[src/rtl/core/blt_pkg.sv]
// Shared types and constants for the blanking time lock tracker.
package blt_pkg;

	localparam int FAST_RATE_DEF = 8;
	localparam int VAL_W         = 16;
	localparam int ERR_W         = 18;
	localparam int ADDR_W        = 4;
	localparam int APB_DATA_W    = 32;
	localparam int S_TDATA_W     = 16;
	localparam int M_TDATA_W     = 40;

	localparam logic [VAL_W-1:0] HYST_RST      = 16'd16;
	localparam logic [VAL_W-1:0] BLANK_MIN_RST = 16'd100;
	localparam logic [VAL_W-1:0] BLANK_MAX_RST = 16'd5000;
	localparam logic [VAL_W-1:0] LOCKLOSS_RST  = 16'd50;

	typedef enum logic [1:0] {
		REG_HYST      = 2'd0,
		REG_BLANK_MIN = 2'd1,
		REG_BLANK_MAX = 2'd2,
		REG_LOCKLOSS  = 2'd3
	} blt_reg_t;

	typedef enum logic {
		OP_SAMPLE = 1'b0,
		OP_CLEAR  = 1'b1
	} blt_op_t;

	typedef struct packed {
		logic [VAL_W-1:0] hyst;
		logic [VAL_W-1:0] blank_min;
		logic [VAL_W-1:0] blank_max;
		logic [VAL_W-1:0] lockloss;
	} blt_cfg_t;

	// packed from the lowest bit up: locked, filtered, held, gained, lost
	typedef struct packed {
		logic             lost;
		logic             gained;
		logic [VAL_W-1:0] held;
		logic [VAL_W-1:0] filtered;
		logic             locked;
	} blt_result_t;

endpackage

[src/rtl/core/blt_apb_regs.sv]
// APB configuration registers of the tracker.
module blt_apb_regs (
	input  logic                           clk,
	input  logic                           arst_n,
	input  logic                           psel,
	input  logic                           penable,
	input  logic                           pwrite,
	input  logic [blt_pkg::ADDR_W-1:0]     paddr,
	input  logic [blt_pkg::APB_DATA_W-1:0] pwdata,
	output logic [blt_pkg::APB_DATA_W-1:0] prdata,
	output logic                           pready,
	output blt_pkg::blt_cfg_t              cfg
);
	import blt_pkg::*;

	blt_cfg_t cfg_q;
	blt_reg_t reg_sel;
	logic     wr_en;

	assign reg_sel = blt_reg_t'(paddr[ADDR_W-1:2]);
	assign wr_en   = psel & penable & pwrite;
	assign pready  = 1'b1;
	assign cfg     = cfg_q;

	always_ff @(posedge clk or negedge arst_n) begin
		if (!arst_n) begin
			cfg_q.hyst      <= HYST_RST;
			cfg_q.blank_min <= BLANK_MIN_RST;
			cfg_q.blank_max <= BLANK_MAX_RST;
			cfg_q.lockloss  <= LOCKLOSS_RST;
		end else if (wr_en) begin
			unique case (reg_sel)
				REG_HYST:      cfg_q.hyst      <= pwdata[VAL_W-1:0];
				REG_BLANK_MIN: cfg_q.blank_min <= pwdata[VAL_W-1:0];
				REG_BLANK_MAX: cfg_q.blank_max <= pwdata[VAL_W-1:0];
				REG_LOCKLOSS:  cfg_q.lockloss  <= pwdata[VAL_W-1:0];
				default: ;
			endcase
		end
	end

	always_comb begin
		prdata = '0;
		unique case (reg_sel)
			REG_HYST:      prdata[VAL_W-1:0] = cfg_q.hyst;
			REG_BLANK_MIN: prdata[VAL_W-1:0] = cfg_q.blank_min;
			REG_BLANK_MAX: prdata[VAL_W-1:0] = cfg_q.blank_max;
			REG_LOCKLOSS:  prdata[VAL_W-1:0] = cfg_q.lockloss;
			default:       prdata = '0;
		endcase
	end

endmodule

[src/rtl/core/blt_track.sv]
// Tracker state and its combinational update for one request, registered when step is high.
module blt_track #(
	parameter int FAST_RATE = blt_pkg::FAST_RATE_DEF
) (
	input  logic                      clk,
	input  logic                      arst_n,
	input  blt_pkg::blt_cfg_t         cfg,
	input  logic                      step,
	input  blt_pkg::blt_op_t          op,
	input  logic [blt_pkg::VAL_W-1:0] sample,
	output blt_pkg::blt_result_t      result
);
	import blt_pkg::*;

	// x / FAST_RATE == (x * RECIP) >> SHIFT exactly for every 16-bit x
	localparam int          SHIFT = VAL_W + $clog2(FAST_RATE);
	localparam logic [16:0] RECIP = 17'(((64'd1 << SHIFT) + 64'(FAST_RATE) - 64'd1)
		/ 64'(FAST_RATE));

	logic [VAL_W-1:0] filt_q, held_q;
	logic             locked_q;
	logic [ERR_W-1:0] err_q;

	logic [VAL_W-1:0] filt_d, held_d;
	logic             locked_d;
	logic [ERR_W-1:0] err_d;
	logic             gained, lost;

	logic [32:0]      f_prod, s_prod;
	logic [VAL_W-1:0] f_div, s_div;
	logic [VAL_W:0]   avg_sum;
	logic [VAL_W-1:0] avg;
	logic [VAL_W+1:0] conv_diff;
	logic [VAL_W:0]   conv_mag;
	logic             converged, in_range;

	logic [ERR_W:0]   esum;
	logic [ERR_W:0]   esum_abs;
	logic             trip;
	logic [VAL_W-1:0] nudged;
	logic [VAL_W:0]   dev, dev_abs;
	logic             drifted;

	assign f_prod = 33'(filt_q) * 33'(RECIP);
	assign s_prod = 33'(sample) * 33'(RECIP);
	assign f_div  = 16'(f_prod >> SHIFT);
	assign s_div  = 16'(s_prod >> SHIFT);

	// unlocked path: fast average, convergence test and range test
	assign avg_sum   = {1'b0, filt_q} - {1'b0, f_div} + {1'b0, s_div};
	assign avg       = avg_sum[VAL_W-1:0];
	assign conv_diff = {2'b00, avg} - {2'b00, sample};
	assign conv_mag  = conv_diff[VAL_W+1] ? 17'(-conv_diff) : conv_diff[VAL_W:0];
	assign converged = conv_mag < {1'b0, cfg.hyst};
	assign in_range  = (avg >= cfg.blank_min) && (avg <= cfg.blank_max);

	// locked path: error accumulator, saturating nudge, drift test
	assign esum     = {err_q[ERR_W-1], err_q} + {3'b000, sample} - {3'b000, filt_q};
	assign esum_abs = esum[ERR_W] ? -esum : esum;
	assign trip     = esum_abs > {3'b000, cfg.hyst};

	always_comb begin
		nudged = filt_q;
		if (trip) begin
			if (esum[ERR_W]) begin
				if (filt_q != '0) nudged = filt_q - 16'd1;
			end else begin
				if (filt_q != '1) nudged = filt_q + 16'd1;
			end
		end
	end

	assign dev     = {1'b0, nudged} - {1'b0, held_q};
	assign dev_abs = dev[VAL_W] ? -dev : dev;
	assign drifted = dev_abs > {1'b0, cfg.lockloss};

	always_comb begin
		filt_d   = filt_q;
		held_d   = held_q;
		locked_d = locked_q;
		err_d    = err_q;
		gained   = 1'b0;
		lost     = 1'b0;
		if (op == OP_CLEAR) begin
			filt_d   = '0;
			held_d   = '0;
			locked_d = 1'b0;
			err_d    = '0;
		end else if (!locked_q) begin
			filt_d = avg;
			if (converged) begin
				if (!in_range) begin
					// range failure keeps the accumulator
					filt_d = '0;
					held_d = '0;
					lost   = 1'b1;
				end else begin
					locked_d = 1'b1;
					held_d   = avg;
					err_d    = '0;
					gained   = 1'b1;
				end
			end
		end else begin
			filt_d = nudged;
			err_d  = trip ? '0 : esum[ERR_W-1:0];
			if (drifted) begin
				locked_d = 1'b0;
				lost     = 1'b1;
			end
		end
	end

	always_ff @(posedge clk or negedge arst_n) begin
		if (!arst_n) begin
			filt_q   <= '0;
			held_q   <= '0;
			locked_q <= 1'b0;
			err_q    <= '0;
		end else if (step) begin
			filt_q   <= filt_d;
			held_q   <= held_d;
			locked_q <= locked_d;
			err_q    <= err_d;
		end
	end

	assign result.locked   = locked_d;
	assign result.filtered = filt_d;
	assign result.held     = held_d;
	assign result.gained   = gained;
	assign result.lost     = lost;

endmodule

[src/rtl/core/blanking_time_lock_tracker_unit.sv]
// Top level of the blanking time lock tracker: stream ports, APB registers, pipeline.
// A request is registered in the input stage (s1), its result in res_q.
// Throughput: one request per cycle unless m_tready stalls the output.
// Input and result registers let a request enter while a result waits on m_tready.
// Reset clears the pipeline and the tracker to unlocked zeros; registers take defaults.
module blanking_time_lock_tracker_unit #(
	parameter int FAST_RATE = blt_pkg::FAST_RATE_DEF
) (
	input  logic                           clk,
	input  logic                           arst_n,
	input  logic                           psel,
	input  logic                           penable,
	input  logic                           pwrite,
	input  logic [blt_pkg::ADDR_W-1:0]     paddr,
	input  logic [blt_pkg::APB_DATA_W-1:0] pwdata,
	output logic [blt_pkg::APB_DATA_W-1:0] prdata,
	output logic                           pready,
	input  logic                           s_tvalid,
	output logic                           s_tready,
	input  logic [blt_pkg::S_TDATA_W-1:0]  s_tdata,  // [15:0] sample_us
	input  logic                           s_tuser,  // [0] opcode
	output logic                           m_tvalid,
	input  logic                           m_tready,
	// [0] is_locked, [16:1] filtered_us, [32:17] held_us, [33] lock_gained,
	// [34] lock_lost, [39:35] zero
	output logic [blt_pkg::M_TDATA_W-1:0]  m_tdata
);
	import blt_pkg::*;

	blt_cfg_t         cfg;
	blt_result_t      res_next;
	blt_result_t      res_q;
	logic             out_valid_q;
	logic             valid_s1;
	blt_op_t          op_s1;
	logic [VAL_W-1:0] sample_s1;
	logic             advance;

	blt_apb_regs u_regs (
		.clk     (clk),
		.arst_n  (arst_n),
		.psel    (psel),
		.penable (penable),
		.pwrite  (pwrite),
		.paddr   (paddr),
		.pwdata  (pwdata),
		.prdata  (prdata),
		.pready  (pready),
		.cfg     (cfg)
	);

	blt_track #(
		.FAST_RATE (FAST_RATE)
	) u_track (
		.clk    (clk),
		.arst_n (arst_n),
		.cfg    (cfg),
		.step   (advance),
		.op     (op_s1),
		.sample (sample_s1),
		.result (res_next)
	);

	assign advance  = valid_s1 && (!out_valid_q || m_tready);
	assign s_tready = !valid_s1 || advance;

	always_ff @(posedge clk or negedge arst_n) begin
		if (!arst_n) begin
			valid_s1 <= 1'b0;
		end else if (s_tready) begin
			valid_s1 <= s_tvalid;
		end
	end

	always_ff @(posedge clk) begin
		if (s_tvalid && s_tready) begin
			op_s1     <= blt_op_t'(s_tuser);
			sample_s1 <= s_tdata[VAL_W-1:0];
		end
	end

	always_ff @(posedge clk or negedge arst_n) begin
		if (!arst_n) begin
			out_valid_q <= 1'b0;
		end else if (!out_valid_q || m_tready) begin
			out_valid_q <= valid_s1;
		end
	end

	always_ff @(posedge clk) begin
		if (advance) begin
			res_q <= res_next;
		end
	end

	assign m_tvalid = out_valid_q;
	assign m_tdata  = {5'b00000, res_q};

	a_pulses_exclusive: assert property (@(posedge clk) disable iff (!arst_n)
		m_tvalid |-> !(res_q.gained && res_q.lost))
		else $error("lock gained and lost in the same result");

	a_gain_holds_value: assert property (@(posedge clk) disable iff (!arst_n)
		(m_tvalid && res_q.gained) |-> (res_q.locked && res_q.held == res_q.filtered))
		else $error("lock gained without capturing the filtered value");

	a_loss_unlocks: assert property (@(posedge clk) disable iff (!arst_n)
		(m_tvalid && res_q.lost) |-> !res_q.locked)
		else $error("lock lost but still reported locked");

	a_clear_zeroes: assert property (@(posedge clk) disable iff (!arst_n)
		(advance && op_s1 == OP_CLEAR) |=> (res_q.filtered == '0 && res_q.held == '0
			&& !res_q.locked && !res_q.gained && !res_q.lost))
		else $error("clear request did not report a cleared tracker");

endmodule
[config.mk]
export PLATFORM = sky130hd
export DESIGN_NAME = blanking_time_lock_tracker_unit
export DESIGN_NICKNAME = d
export VERILOG_FILES = /design/src/rtl/core/blt_pkg.sv /design/src/rtl/core/blt_apb_regs.sv /design/src/rtl/core/blt_track.sv /design/src/rtl/core/blanking_time_lock_tracker_unit.sv
export SDC_FILE = /design/constraint.sdc
export NUM_CORES = 1
export LEC_CHECK = 0
export ABC_AREA = 1
export BUFFER_PORTS_ARGS = -buffer_cell sky130_fd_sc_hd__buf_4
export CORE_UTILIZATION = 33
export DETAILED_ROUTE_END_ITERATION = 12
export GPL_TIMING_DRIVEN = 1
export PLACE_DENSITY = 0.56
export SKIP_CTS_REPAIR_TIMING = 1
export SYNTH_ARGS = -nofsm -noshare
export SYNTH_HDL_FRONTEND = slang
export SYNTH_HIERARCHICAL = 1
export SYNTH_SLANG_ARGS = --single-unit
[constraint.sdc]
create_clock -name clk -period 11.2 [get_ports clk]
set_input_delay 1.12 -clock clk [delete_from_list [all_inputs] [get_ports clk]]
set_output_delay 1.12 -clock clk [all_outputs]
set_load 0.01 [all_outputs]
==> results.toml <==
[run_status]
outcome = "finished, final reports clean"

[floorplanning]
dieArea_sq_mm = 0.0520
die_h_um = 228
core_sq_mm = 0.0503
start_util_pct = 33.5
die_x_um = 228
ios = 135
rows = 82

[detailed_routing]
viasPerCell = 5.02
antenna_left = 0
num_vias = 16008
drtIter0Drc = 1145
firstDrtPassIters = 6
drt-wirelength-per-cell_um = 17.6
drc = 0
drt-total-wl_mm = 56.2

[global_routing]
grt_pass1_wl_mm = 87.5
grt_overflow_total = 0
grt_usage_pct = 21.8
grt_pass1_vias = 15705
grt_max_degree = 72
antenna_found_initial = 0

[cells_and_area]
diodes = 0
drive_gt1_share_pct = 8.89
final_cell_mix = "761 x nand2_1, 380 x inv_1, 217 x nand3_1"
stdcell_count = 3192
syn_to_final_growth_pct = 10.9
nNetsFinal = 2754
final_common_cell = "nand2_1"

[synthesis]
ys_seq_elements = 169
ys_types = 55
synthFlopType = "dfrtp_1"
synthCells = 2448
synth-async-reset-ratio_pct = 69.2
synth_edf_count = 52
syn_avg_cell_area_sq_um = 6.89
yosysTopAreaCell = "nand2_1"
yosysSeqAreaShare_pct = 26.7
synth_top_area_share_pct = 16.9
synthTopCellsByArea = "nand2_1 17%, dfrtp_1 16%, ha_1 12%"
ys_warn_count = 6
syn-cell-area_sq_mm = 0.0169

[worst_hold_path]
hp-class = "reg -> reg"

[clock_tree]
h-tree-depth = 4
insertion_delay_ps = 500
numCtsBuffers = 17
cts_buffer_depth = 2
clock-root-buffer = "clkbuf_16"
cts_tree = "done"
cts_sinks = 169
clk_pin_slew_ps = 80

[setup_path]
worst_path_largest_cell_delay_ps = 700
reg2reg_slack_ps = 1520
crit_required_ps = 11430
cp_common_cell = "nand2_1"
crit_fanout = 17
critPathKind = "reg -> reg"
crit_path_top_delay_cell = "dfrtp_1"
crit_buf_inv = 5
critPathTopFamily = "simple AND/OR/NAND/NOR gates"
start_kind = "flip-flop"
cp-end-kind = "flip-flop"
arrival_ps = 9910

[sta]
finalCritPeriodShare_pct = 86.4
whs_ps = 477
worstMarginPinSlew_ps = 1170
fmax_mhz = 103
hold_viol_final = 0
maxSlewHeadroom_pct = 21.7
finalWorstPathRequiredPeriod_ps = 9680
fin_setup_tns_ps = 0
setup_viol = 0
rsz0062_at_grt = "no"
finalMaxSlewViolations = 0
setup_ws_ps = 1520
skew_ps = 21.3

[place]
gp_congestion = 0.916
pre_cts_slack_ps = 1610
hpwl_mm = 42.9
place_inst = 3160
portBuffers = 94

[job]
cap_violations = 0
-- tightest hold or removal path: cells and delay by family, from the launching register on --
family           cells  cell delay [ps]
and+or+nand+nor      2              100
DFF                  1              380
-- worst paths after layout --
| kind | depth (start not counted) | end | start |
|---|---|---|---|
| max | 56 | m_tdata[0] | u_track/filt_q[0] |
| min | 2 | u_regs/cfg[25] | u_regs/cfg[25] |
| max reg2reg | 56 | m_tdata[0] | u_track/filt_q[0] |
| min reg2reg | 2 | u_regs/cfg[25] | u_regs/cfg[25] |
| max in group asynchronous | 2 | u_track/held_q[1] | arst_n |
| min in group asynchronous | 1 | u_track/filt_q[7] | arst_n |
-- metrics by stage --
| step | cell area, sq um | utilization (%) |
|---|---|---|
| 6_report | 18700 | 37.2 |
| 5_1_grt | 18700 | 37.2 |
| 4_1_cts | 18700 | 37.2 |
| 3_5_place_dp | 18100 | 36.0 |
| 3_3_place_gp | 18100 | 36.0 |
| 2_1_floorplan | 16900 | - |
-- cell type report --
| class | instances | area [sq um] |
|---|---|---|
| fill | 5452 | 31600 |
| multi-input combinational | 1808 | 10400 |
| sequential | 169 | 4500 |
| inverter | 397 | 1500 |
| timing repair buffer | 114 | 856 |
| tap | 672 | 841 |
| clock buffer | 17 | 425 |
| clock inverter | 15 | 179 |
-- routing by layer --
| layer | global-route usage [%] | wire, um | part of all wire [%] |
|---|---|---|---|
| met1 | 29.2 | 25900 | 46 |
| met2 | 35.0 | 25600 | 46 |
| met3 | 3.81 | 3040 | 5.4 |
| met4 | 8.18 | 1720 | 3.1 |
| met5 | 0 | 0 | 0 |
-- Yosys cell counts (11+ instances only) --
library cell  instances
inv_1               380
xor2_1               87
buf_2                14
ha_1                156
o21ai_1              14
buf_4                27
nor2_1              129
clkbuf_1             37
dfrtp_1             105
dfstp_2              12
o21ai_0              66
buf_6                11
nand4_1              63
edfxtp_1             52
xnor2_1              13
nor3_1               18
nand2_1             761
nand3_1             217
fa_1                 31
nand3b_1             14
a21oi_1             108
or2_2                11
-- cells by family (layout without fill, tap and decap cells) --
| kind of cell | after synthesis | after routing | synth area share (%) |
|---|---|---|---|
| xor+xnor | 100 | 100 | 5.19 |
| other cells | 3 | 22 | 0.0668 |
| flops | 169 | 169 | 26.7 |
| buf+inv | 490 | 543 | 12.2 |
| fa+ha+maj | 187 | 187 | 15.3 |
| simple gates | 1264 | 1264 | 32.9 |
| compound gates | 235 | 235 | 7.76 |
-- state kept, by name (all words and copies together), names as in the netlist, 16 cells and up --
name            flops
u_track/filt_q     16
m_tdata            35
u_track/err_q      18
u_regs/cfg         64
sample_s1          16
u_track/held_q     16
Power is not shown: default switching activity piles up to over one toggle a cycle in this logic, so the estimate is an artifact.
